### config.mk
export PLATFORM = sky130hd
export DESIGN_NAME = iq_sample_agc_unit_flat
export DESIGN_NICKNAME = d
export VERILOG_FILES = /design/src/rtl/isagc_pkg.sv /design/src/rtl/isagc_if.sv /design/src/rtl/iq_sample_agc_unit.sv /design/src/flat_wrapper.sv
export VERILOG_INCLUDE_DIRS = /design/src /design/src/rtl
export SDC_FILE = /design/constraint.sdc
export NUM_CORES = 2
export LEC_CHECK = 0
export ABC_AREA = 1
export ABC_CLOCK_PERIOD_IN_PS = 26100
export BUFFER_PORTS_ARGS = -buffer_cell sky130_fd_sc_hd__buf_2
export CAP_MARGIN = 30
export CORE_MARGIN = 2
export CORE_UTILIZATION = 47
export CTS_BUF_LIST = sky130_fd_sc_hd__clkbuf_8 sky130_fd_sc_hd__clkbuf_16
export DETAILED_ROUTE_END_ITERATION = 6
export SLEW_MARGIN = 20
export SYNTH_ARGS = -nofsm -noshare
export SYNTH_HDL_FRONTEND = slang
export SYNTH_SLANG_ARGS = --single-unit
### constraint.sdc
create_clock -name clock -period 26.1 [get_ports clock]
set_input_delay 5.22 -clock clock [delete_from_list [all_inputs] [get_ports clock]]
set_output_delay 5.22 -clock clock [all_outputs]
set_load 0.01 [all_outputs]
### src/rtl/iq_sample_agc_unit_defines.svh
// Assertion macros shared by the IQ sample AGC RTL.
// Depends on nothing; included by files that carry concurrent checks.
`ifndef IQ_SAMPLE_AGC_UNIT_DEFINES_SVH
`define IQ_SAMPLE_AGC_UNIT_DEFINES_SVH

// Same-cycle implication, sampled on clock, off during reset.
`define ISAGC_ASSERT_NOW(label, clk, rst, ante, cons, msg) \
   label: assert property (@(posedge clk) disable iff (rst) (ante) |-> (cons)) \
      else $error(msg);

// Next-cycle implication, sampled on clock, off during reset.
`define ISAGC_ASSERT_NEXT(label, clk, rst, ante, cons, msg) \
   label: assert property (@(posedge clk) disable iff (rst) (ante) |=> (cons)) \
      else $error(msg);

`endif

### src/rtl/isagc_pkg.sv
// Types, constants and microcode program of the IQ sample AGC.
// Depends on nothing; used by the channel interfaces and the top level.
`default_nettype none

package isagc_pkg;

   localparam int SAMPLE_W  = 16;
   localparam int GAIN_W    = 32;
   localparam int RATE_W    = 24;
   localparam int CSR_IDX_W = 2;
   localparam int PROD_W    = 64;
   localparam int NUM_STEPS = 10;
   localparam int STEP_W    = 4;

   typedef logic [STEP_W-1:0] step_type;

   localparam step_type STEP_IDLE = 4'd0;
   localparam step_type STEP_LAST = 4'd9;

   localparam logic signed [GAIN_W-1:0] START_GAIN_RST = 32'sd65536;
   localparam logic signed [GAIN_W-1:0] CEILING_RST    = 32'sh7FFF_FFFF;
   localparam logic [RATE_W-1:0]        RATE_RST       = 24'd1678;

   localparam logic signed [PROD_W-1:0] ONE_Q30    = 64'sd1073741824;
   localparam logic signed [PROD_W-1:0] ROUND_HALF = 64'sd32768;
   localparam logic signed [PROD_W-1:0] SAT_HI_EXT = 64'sd32767;
   localparam logic signed [PROD_W-1:0] SAT_LO_EXT = -64'sd32768;
   localparam logic signed [SAMPLE_W-1:0] SAT_HI  = 16'sh7FFF;
   localparam logic signed [SAMPLE_W-1:0] SAT_LO  = 16'sh8000;

   typedef enum logic [CSR_IDX_W-1:0] {
      CSR_START_GAIN   = 2'd0,
      CSR_GAIN_CEILING = 2'd1,
      CSR_ADAPT_RATE   = 2'd2
   } csr_index_type;

   typedef enum logic [2:0] {
      OPA_NONE,
      OPA_XI,
      OPA_XQ,
      OPA_OI,
      OPA_OQ,
      OPA_RATE,
      OPA_GAIN
   } opa_sel_type;

   typedef enum logic [2:0] {
      OPB_NONE,
      OPB_GAIN,
      OPB_OI,
      OPB_OQ,
      OPB_ERR,
      OPB_Z
   } opb_sel_type;

   typedef enum logic [2:0] {
      WB_NONE,
      WB_OI,
      WB_OQ,
      WB_PWR,
      WB_ERR,
      WB_Z,
      WB_GAIN
   } wb_sel_type;

   typedef enum logic [1:0] {
      SEQ_NEXT,
      SEQ_WAIT_REQ,
      SEQ_DONE
   } seq_type;

   typedef struct packed {
      opa_sel_type a_sel;
      opb_sel_type b_sel;
      logic        mul_en;
      wb_sel_type  wb_sel;
      seq_type     seq;
      step_type    target;
   } ctrl_word_type;

   localparam ctrl_word_type UCODE [NUM_STEPS] = '{
      '{OPA_NONE, OPB_NONE, 1'b0, WB_NONE, SEQ_WAIT_REQ, STEP_IDLE},
      '{OPA_XI,   OPB_GAIN, 1'b1, WB_NONE, SEQ_NEXT,     STEP_IDLE},
      '{OPA_XQ,   OPB_GAIN, 1'b1, WB_OI,   SEQ_NEXT,     STEP_IDLE},
      '{OPA_OI,   OPB_OI,   1'b1, WB_OQ,   SEQ_NEXT,     STEP_IDLE},
      '{OPA_OQ,   OPB_OQ,   1'b1, WB_PWR,  SEQ_NEXT,     STEP_IDLE},
      '{OPA_NONE, OPB_NONE, 1'b0, WB_ERR,  SEQ_NEXT,     STEP_IDLE},
      '{OPA_RATE, OPB_ERR,  1'b1, WB_NONE, SEQ_NEXT,     STEP_IDLE},
      '{OPA_NONE, OPB_NONE, 1'b0, WB_Z,    SEQ_NEXT,     STEP_IDLE},
      '{OPA_GAIN, OPB_Z,    1'b1, WB_NONE, SEQ_NEXT,     STEP_IDLE},
      '{OPA_NONE, OPB_NONE, 1'b0, WB_GAIN, SEQ_DONE,     STEP_IDLE}
   };

endpackage

`default_nettype wire

### src/rtl/isagc_if.sv
// Valid/ready channel interfaces of the IQ sample AGC: sample request,
// result and register write. Depends on isagc_pkg for field widths.
`default_nettype none

interface isagc_req_if import isagc_pkg::*; ();
   logic                       valid;
   logic                       ready;
   logic signed [SAMPLE_W-1:0] in_i;
   logic signed [SAMPLE_W-1:0] in_q;

   modport source (output valid, output in_i, output in_q, input ready);
   modport sink   (input valid, input in_i, input in_q, output ready);
endinterface

interface isagc_rsp_if import isagc_pkg::*; ();
   logic                       valid;
   logic                       ready;
   logic signed [SAMPLE_W-1:0] out_i;
   logic signed [SAMPLE_W-1:0] out_q;
   logic                       clipped;
   logic signed [GAIN_W-1:0]   gain_used;

   modport source (output valid, output out_i, output out_q, output clipped,
                   output gain_used, input ready);
   modport sink   (input valid, input out_i, input out_q, input clipped,
                   input gain_used, output ready);
endinterface

interface isagc_csr_if import isagc_pkg::*; ();
   logic                 valid;
   logic                 ready;
   logic [CSR_IDX_W-1:0] reg_index;
   logic [GAIN_W-1:0]    wdata;

   modport source (output valid, output reg_index, output wdata, input ready);
   modport sink   (input valid, input reg_index, input wdata, output ready);
endinterface

`default_nettype wire

### src/rtl/iq_sample_agc_unit.sv
// IQ sample AGC top level: microcoded sequencer over one shared 32x32 multiplier.
// Depends on isagc_pkg, the channel interfaces and iq_sample_agc_unit_defines.svh.
//
// Usage:
//   req_chan  takes one complex sample (in_i, in_q, Q1.15) per request.
//   rsp_chan  returns one result per request: the sample scaled by the running
//             gain and saturated (out_i, out_q), the clipped flag and gain_used.
//   csr_chan  writes start_gain (0), gain_ceiling (1) or adapt_rate (2); it is
//             always ready, other indexes are dropped. Write only while idle.
//   Requests: a new request is taken only when the program is idle. The
//   ten-step program issues six products through the single multiplier, plus
//   writeback and accept steps, and the next sample needs the gain that the
//   last step produces.
//   Reset: the control and configuration registers take their reset values, the
//   running gain becomes 1.0 and no result is pending.
//   Stall: the result register holds its item while rsp_chan.ready is low;
//   the next request is taken and worked on meanwhile, and the program holds
//   at its last step until the result register is free.
`default_nettype none

`include "iq_sample_agc_unit_defines.svh"

module iq_sample_agc_unit import isagc_pkg::*; (
   input  wire          clock,
   input  wire          reset,
   isagc_req_if.sink    req_chan,
   isagc_rsp_if.source  rsp_chan,
   isagc_csr_if.sink    csr_chan
);

   step_type                   step_ff, step_in;
   ctrl_word_type              cw;

   logic signed [GAIN_W-1:0]   start_gain_ff, start_gain_in;
   logic signed [GAIN_W-1:0]   ceiling_ff, ceiling_in;
   logic [RATE_W-1:0]          rate_ff, rate_in;
   logic signed [GAIN_W-1:0]   gain_ff, gain_in;

   logic signed [SAMPLE_W-1:0] xi_ff, xi_in, xq_ff, xq_in;
   logic signed [SAMPLE_W-1:0] oi_ff, oi_in, oq_ff, oq_in;
   logic                       clip_ff, clip_in;
   logic [GAIN_W-1:0]          acc_ff, acc_in;
   logic signed [GAIN_W-1:0]   err_ff, err_in;
   logic signed [GAIN_W-1:0]   z_ff, z_in;
   logic signed [PROD_W-1:0]   p_ff, p_in;

   logic                       out_valid_ff, out_valid_in;
   logic signed [SAMPLE_W-1:0] out_i_ff, out_i_in, out_q_ff, out_q_in;
   logic                       out_clip_ff, out_clip_in;
   logic signed [GAIN_W-1:0]   out_gain_ff, out_gain_in;

   logic                       req_take, out_free, wb_en;
   logic signed [GAIN_W-1:0]   op_a, op_b;
   logic signed [PROD_W-1:0]   rnd, zsum;
   logic signed [SAMPLE_W-1:0] sat_val;
   logic                       sat_hit;
   logic signed [GAIN_W+1:0]   pwr, err_full;
   logic                       ng_fits;
   logic signed [GAIN_W-1:0]   ng;

   assign cw       = UCODE[step_ff];
   assign req_take = req_chan.valid && req_chan.ready;
   assign out_free = !out_valid_ff || rsp_chan.ready;
   assign wb_en    = (cw.seq != SEQ_DONE) || out_free;

   assign req_chan.ready     = (step_ff == STEP_IDLE);
   assign csr_chan.ready     = 1'b1;
   assign rsp_chan.valid     = out_valid_ff;
   assign rsp_chan.out_i     = out_i_ff;
   assign rsp_chan.out_q     = out_q_ff;
   assign rsp_chan.clipped   = out_clip_ff;
   assign rsp_chan.gain_used = out_gain_ff;

   // operand select
   always_comb begin
      case (cw.a_sel)
         OPA_XI:   op_a = GAIN_W'(xi_ff);
         OPA_XQ:   op_a = GAIN_W'(xq_ff);
         OPA_OI:   op_a = GAIN_W'(oi_ff);
         OPA_OQ:   op_a = GAIN_W'(oq_ff);
         OPA_RATE: op_a = $signed({{(GAIN_W-RATE_W){1'b0}}, rate_ff});
         OPA_GAIN: op_a = gain_ff;
         default:  op_a = '0;
      endcase
      case (cw.b_sel)
         OPB_GAIN: op_b = gain_ff;
         OPB_OI:   op_b = GAIN_W'(oi_ff);
         OPB_OQ:   op_b = GAIN_W'(oq_ff);
         OPB_ERR:  op_b = err_ff;
         OPB_Z:    op_b = z_ff;
         default:  op_b = '0;
      endcase
   end

   // writeback arithmetic on the registered product
   always_comb begin
      rnd = (p_ff + ROUND_HALF) >>> 16;
      if (rnd > SAT_HI_EXT) begin
         sat_val = SAT_HI;
         sat_hit = 1'b1;
      end else if (rnd < SAT_LO_EXT) begin
         sat_val = SAT_LO;
         sat_hit = 1'b1;
      end else begin
         sat_val = rnd[SAMPLE_W-1:0];
         sat_hit = 1'b0;
      end
      pwr      = $signed({2'b00, acc_ff}) + $signed({2'b00, p_ff[GAIN_W-1:0]});
      err_full = ONE_Q30[GAIN_W+1:0] - pwr;
      zsum     = ONE_Q30 + (p_ff >>> RATE_W);
      ng_fits  = (p_ff[63] == p_ff[62]) && (p_ff[62] == p_ff[61]);
      ng       = p_ff[61:30];
   end

   always_comb begin
      step_in       = step_ff;
      start_gain_in = start_gain_ff;
      ceiling_in    = ceiling_ff;
      rate_in       = rate_ff;
      gain_in       = gain_ff;
      xi_in         = xi_ff;
      xq_in         = xq_ff;
      oi_in         = oi_ff;
      oq_in         = oq_ff;
      clip_in       = clip_ff;
      acc_in        = acc_ff;
      err_in        = err_ff;
      z_in          = z_ff;
      p_in          = p_ff;
      out_valid_in  = out_valid_ff && !rsp_chan.ready;
      out_i_in      = out_i_ff;
      out_q_in      = out_q_ff;
      out_clip_in   = out_clip_ff;
      out_gain_in   = out_gain_ff;

      if (csr_chan.valid) begin
         case (csr_chan.reg_index)
            CSR_START_GAIN:   start_gain_in = $signed(csr_chan.wdata);
            CSR_GAIN_CEILING: ceiling_in    = $signed(csr_chan.wdata);
            CSR_ADAPT_RATE:   rate_in       = csr_chan.wdata[RATE_W-1:0];
            default:          ;
         endcase
      end

      case (cw.seq)
         SEQ_WAIT_REQ: begin
            if (req_take) begin
               step_in = step_ff + 4'd1;
               xi_in   = req_chan.in_i;
               xq_in   = req_chan.in_q;
            end
         end
         SEQ_DONE: begin
            if (out_free) begin
               step_in = cw.target;
            end
         end
         default: step_in = step_ff + 4'd1;
      endcase

      if (cw.mul_en) begin
         p_in = op_a * op_b;
      end

      if (wb_en) begin
         case (cw.wb_sel)
            WB_OI: begin
               oi_in   = sat_val;
               clip_in = sat_hit;
            end
            WB_OQ: begin
               oq_in   = sat_val;
               clip_in = clip_ff || sat_hit;
            end
            WB_PWR: acc_in = p_ff[GAIN_W-1:0];
            WB_ERR: err_in = err_full[GAIN_W-1:0];
            WB_Z:   z_in   = zsum[GAIN_W-1:0];
            WB_GAIN: begin
               if (!ng_fits) begin
                  gain_in = start_gain_ff;
               end else if (ng > ceiling_ff) begin
                  gain_in = ceiling_ff;
               end else begin
                  gain_in = ng;
               end
               out_valid_in = 1'b1;
               out_i_in     = oi_ff;
               out_q_in     = oq_ff;
               out_clip_in  = clip_ff;
               out_gain_in  = gain_ff;
            end
            default: ;
         endcase
      end
   end

   always_ff @(posedge clock) begin
      if (reset) begin
         step_ff       <= STEP_IDLE;
         start_gain_ff <= START_GAIN_RST;
         ceiling_ff    <= CEILING_RST;
         rate_ff       <= RATE_RST;
         gain_ff       <= START_GAIN_RST;
         out_valid_ff  <= 1'b0;
      end else begin
         step_ff       <= step_in;
         start_gain_ff <= start_gain_in;
         ceiling_ff    <= ceiling_in;
         rate_ff       <= rate_in;
         gain_ff       <= gain_in;
         out_valid_ff  <= out_valid_in;
      end
   end

   always_ff @(posedge clock) begin
      xi_ff       <= xi_in;
      xq_ff       <= xq_in;
      oi_ff       <= oi_in;
      oq_ff       <= oq_in;
      clip_ff     <= clip_in;
      acc_ff      <= acc_in;
      err_ff      <= err_in;
      z_ff        <= z_in;
      p_ff        <= p_in;
      out_i_ff    <= out_i_in;
      out_q_ff    <= out_q_in;
      out_clip_ff <= out_clip_in;
      out_gain_ff <= out_gain_in;
   end

   `ISAGC_ASSERT_NOW(a_ready_only_idle, clock, reset, req_chan.ready, step_ff == STEP_IDLE, "request taken while program busy")
   `ISAGC_ASSERT_NEXT(a_accept_starts, clock, reset, req_chan.valid && req_chan.ready, step_ff == 4'd1, "accepted request did not start program")
   `ISAGC_ASSERT_NEXT(a_hold_on_stall, clock, reset, (step_ff == STEP_LAST) && out_valid_ff && !rsp_chan.ready, (step_ff == STEP_LAST) && rsp_chan.valid, "program left last step while result pending")
   `ISAGC_ASSERT_NOW(a_step_range, clock, reset, 1'b1, step_ff <= STEP_LAST, "step counter beyond program")

endmodule

`default_nettype wire
### src/flat_wrapper.sv
// flat-port wrapper written by rule: the top's interface ports become plain ports
module iq_sample_agc_unit_flat import isagc_pkg::*;
  (clock, reset, req_chan_valid, req_chan_in_i, req_chan_in_q, req_chan_ready, rsp_chan_valid, rsp_chan_out_i, rsp_chan_out_q, rsp_chan_clipped, rsp_chan_gain_used, rsp_chan_ready, csr_chan_valid, csr_chan_reg_index, csr_chan_wdata, csr_chan_ready);
  isagc_req_if req_chan_i ();
  isagc_rsp_if rsp_chan_i ();
  isagc_csr_if csr_chan_i ();
  input  wire clock;
  input  wire reset;
  input wire logic [$bits(req_chan_i.valid)-1:0] req_chan_valid;
  input wire logic [$bits(req_chan_i.in_i)-1:0] req_chan_in_i;
  input wire logic [$bits(req_chan_i.in_q)-1:0] req_chan_in_q;
  output wire logic [$bits(req_chan_i.ready)-1:0] req_chan_ready;
  output wire logic [$bits(rsp_chan_i.valid)-1:0] rsp_chan_valid;
  output wire logic [$bits(rsp_chan_i.out_i)-1:0] rsp_chan_out_i;
  output wire logic [$bits(rsp_chan_i.out_q)-1:0] rsp_chan_out_q;
  output wire logic [$bits(rsp_chan_i.clipped)-1:0] rsp_chan_clipped;
  output wire logic [$bits(rsp_chan_i.gain_used)-1:0] rsp_chan_gain_used;
  input wire logic [$bits(rsp_chan_i.ready)-1:0] rsp_chan_ready;
  input wire logic [$bits(csr_chan_i.valid)-1:0] csr_chan_valid;
  input wire logic [$bits(csr_chan_i.reg_index)-1:0] csr_chan_reg_index;
  input wire logic [$bits(csr_chan_i.wdata)-1:0] csr_chan_wdata;
  output wire logic [$bits(csr_chan_i.ready)-1:0] csr_chan_ready;
  assign req_chan_i.valid = req_chan_valid;
  assign req_chan_i.in_i = req_chan_in_i;
  assign req_chan_i.in_q = req_chan_in_q;
  assign req_chan_ready = req_chan_i.ready;
  assign rsp_chan_valid = rsp_chan_i.valid;
  assign rsp_chan_out_i = rsp_chan_i.out_i;
  assign rsp_chan_out_q = rsp_chan_i.out_q;
  assign rsp_chan_clipped = rsp_chan_i.clipped;
  assign rsp_chan_gain_used = rsp_chan_i.gain_used;
  assign rsp_chan_i.ready = rsp_chan_ready;
  assign csr_chan_i.valid = csr_chan_valid;
  assign csr_chan_i.reg_index = csr_chan_reg_index;
  assign csr_chan_i.wdata = csr_chan_wdata;
  assign csr_chan_ready = csr_chan_i.ready;
  iq_sample_agc_unit u_core (.clock(clock), .reset(reset), .req_chan(req_chan_i), .rsp_chan(rsp_chan_i), .csr_chan(csr_chan_i));
endmodule
==> metrics.csv <==
metric,value,unit
hold endpoint,u_core.acc_ff[1],
final clock skew,31.0,ps
Starting Density,0.475,
placed cells,8113,
"slowest stage delay, CP",1040,ps
number of global-route vias before repair,46709,
initial antenna violation count,7,
GR peak layer,met2,
# setup viols final,0,
CTS buffer count,41,
Post-route DRC,3,
number of cells on the worst hold path,0,
adder-cell share of the synthesized area,0.443,
DIE AREA,124000,sq um
Worst path slowest cell,fa_1,
total gr overflow,0,
Pwr Total,5.35,mW
Place WS,14470,ps
I/O pin count,139,
Max Root-Sink Buffers,3,
WS Path Type,flip-flop to flip-flop,
Main synth FF type,edfxtp_1,
setup tns final,0,ps
Non-Filler Instances,8192,
Fin Hold WS,449,ps
max-cap violations,0,
critical path endpoint category,flip-flop,
Reg power frac,0.209,
Buffers on Ports,137,
first drt pass iteration count,7,
"Reg clk slew, reported paths",70,ps
clk root buf,clkbuf_16,
Clk pwr share,0.115,
most numerous cell in the Yosys netlist,inv_1,
WL/cell,25.7,um
cell taking the most area after synthesis,fa_1,
gpl congestion,1.03,
R2R Path Start,u_core.step_ff[0],
"Hold-fix buffers, CTS",0,
post_cts resized,0,
CP Data Required Time,26420,ps
Synth Area in Compound Gates,0.0624,
Row Count,127,
Sw Share,0.568,
Util after Layout,0.507,
min-delay src,u_core.p_ff[1],
Netlist cell types,62,
Yosys reg bits,415,
CP Data Arrival Time,12070,ps
final hold violations,0,
CP dominant cell by count,fa_1,
number of flops mapped to enable cells by yosys,290,
core box area,120000,sq um
"top cells by area, synth","fa_1, edfxtp_1, inv_1, nand2_1, ha_1",
clock insertion delay at the later pin of the skew report,600,ps
postcts setup bufs,0,
Internal,2.31,mW
worst reg-to-reg path cell count,32,
final wirelength,210000,um
largest family of logic cells by synthesized area,adder cells,
RSZ-0062 raised after global routing,false,
HP Class,flip-flop to flip-flop,
DRT iter0 DRCs,4521,
Final #Nets,7986,
Pwr Density,88.0,nW/um^2
area share of the largest cell type after synthesis,0.381,
flop2flop setup slack,14350,ps
largest net degree at the start of global routing,84,
first-pass GRT wire length,312000,um
hpwl dp,172000,um
Post-synth ARST share,0,
Worst-Margin Slew,976,ps
Syn-to-layout area delta,6.84,%
final non-filler cell area,60800,sq um
Post-DP Area,59400,sq um
CTS tree,yes,
combinational share of power,0.677,
Total GRT Usage,0.343,
worst r2r dst,u_core.p_ff[58],
failing checks,DRC,
total number of vias,45703,
met1 Use GR,0.489,
CTS Sinks,415,
syn nets,7945,
final period utilization,0.450,
Antenna Violating Nets Remaining,0,
nature of the critical path startpoint,flip-flop,
max-slew violation count,0,
Die X,352,um
"critical path fanouts, max",23,
Final min period,11750,ps
share of cells above drive strength 1,0.0635,
P_leak,29.8,nW
vias per cell,5.58,
synth warn,0,
grt met3 use,0.0807,
"top cells by count, synth","inv_1, nand2_1, fa_1",
cells after synthesis,6507,
multiplexer share of the synthesized area,0,
setup slack after layout,14350,ps
mapped cell area,56900,sq um
Slew headroom,0.342,
outcome,"finished, violations left",
Die H,352,um
Synth Area per Inst,8.75,sq um
peak supply drop,0.0000707,V
fmax,0.0851,GHz
Sw Pwr,3.04,mW
register area share after synthesis,0.197,
H-tree depth,2,
Synth Area in XOR/XNOR,0.0171,
M2 GR Usage,0.513,
Simple-Gate Fraction of Synth Area,0.162,
==> metal layers <==
metal | part of all wire | vias to the layer above
met3 | 0.10 | 400
met2 | 0.44 | 2284
met1 | 0.42 | 23396
met5 | 0.000076 | -
met4 | 0.041 | 2
li1 | - | 19621
==> registers in the layout, summed over array words and instances (netlist names), 24 cells and up <==
name	count
u_core.start_gain_ff	32
u_core.p_ff	64
u_core.gain_ff	32
u_core.z_ff	32
u_core.ceiling_ff	32
u_core.acc_ff	32
u_core.rate_ff	24
u_core.rsp_chan.gain_used	32
u_core.err_ff	32
==> cells in the final DEF (no fill, tap or decap), types with 72 or more instances in the layout <==
master / synthesis / final
edfxtp_1: 290 / 290
a21oi_1: 217 / 215
xor2_1: 72 / 72
nand2_1: 1089 / 1089
inv_1: 1462 / 1465
dfxtp_1: 125 / 125
nor2_1: 897 / 891
nand3_1: 172 / 171
fa_1: 1083 / 1083
buf_4: 6 / 85
o21ai_0: 172 / 168
ha_1: 284 / 284
buf_2: 111 / 137
==> worst max path at each step <==
| stage | depth (start not counted) | end | from | slack [ps] |
|---|---|---|---|---|
| after floorplan | 38 | u_core.p_ff[56] | u_core.step_ff[0] | 17230 |
| after global placement | 32 | u_core.p_ff[58] | u_core.step_ff[0] | 14450 |
| after CTS | 32 | u_core.p_ff[58] | u_core.step_ff[0] | 14430 |
| after detailed placement | 32 | u_core.p_ff[58] | u_core.step_ff[0] | 14470 |
| after global routing | 32 | u_core.p_ff[58] | u_core.step_ff[0] | 13830 |
| final | 32 | u_core.p_ff[58] | u_core.step_ff[0] | 14350 |
==> logic make-up (layout without fill, tap and decap cells) <==
family,count (synthesis),after routing
buffers and inverters,1739,1811
adder cells (fa/ha/maj),1367,1367
AO/OA/AOI/OAI,599,599
AND/OR/NAND/NOR,2275,2275
flip-flops,415,415
other,1,2
XOR/XNOR,111,111
==> worst max-delay path: cells and delay by family (launching register included) <==
family / cells / cell delay (ps)
simple gates: 10 / 2830
buf+inv: 10 / 1900
compound gates: 3 / 800
flops: 1 / 510
fa+ha+maj: 9 / 5370
==> final cells by class <==
cell class / count / area (sq um)
well taps: 1612 / 2020
multi-input cells: 4353 / 39200
clock buffers: 42 / 1050
flip-flops and latches: 415 / 11200
inverters: 1509 / 5670
diodes: 1 / 2.50
fillers: 11565 / 59100
repair buffers: 228 / 1430
clock inverters: 32 / 272
==> power by group through the flow <==
stage	logic, mW	registers (mW)	clock network (mW)
finish	3.62	1.12	0.613
global route	3.90	1.11	0.646
CTS	3.56	1.10	0.617
detailed placement	3.54	1.12	0
global placement	3.51	1.12	0
floorplan	2.17	1.00	0
No activity file was read; power rests on OpenSTA's default activity.
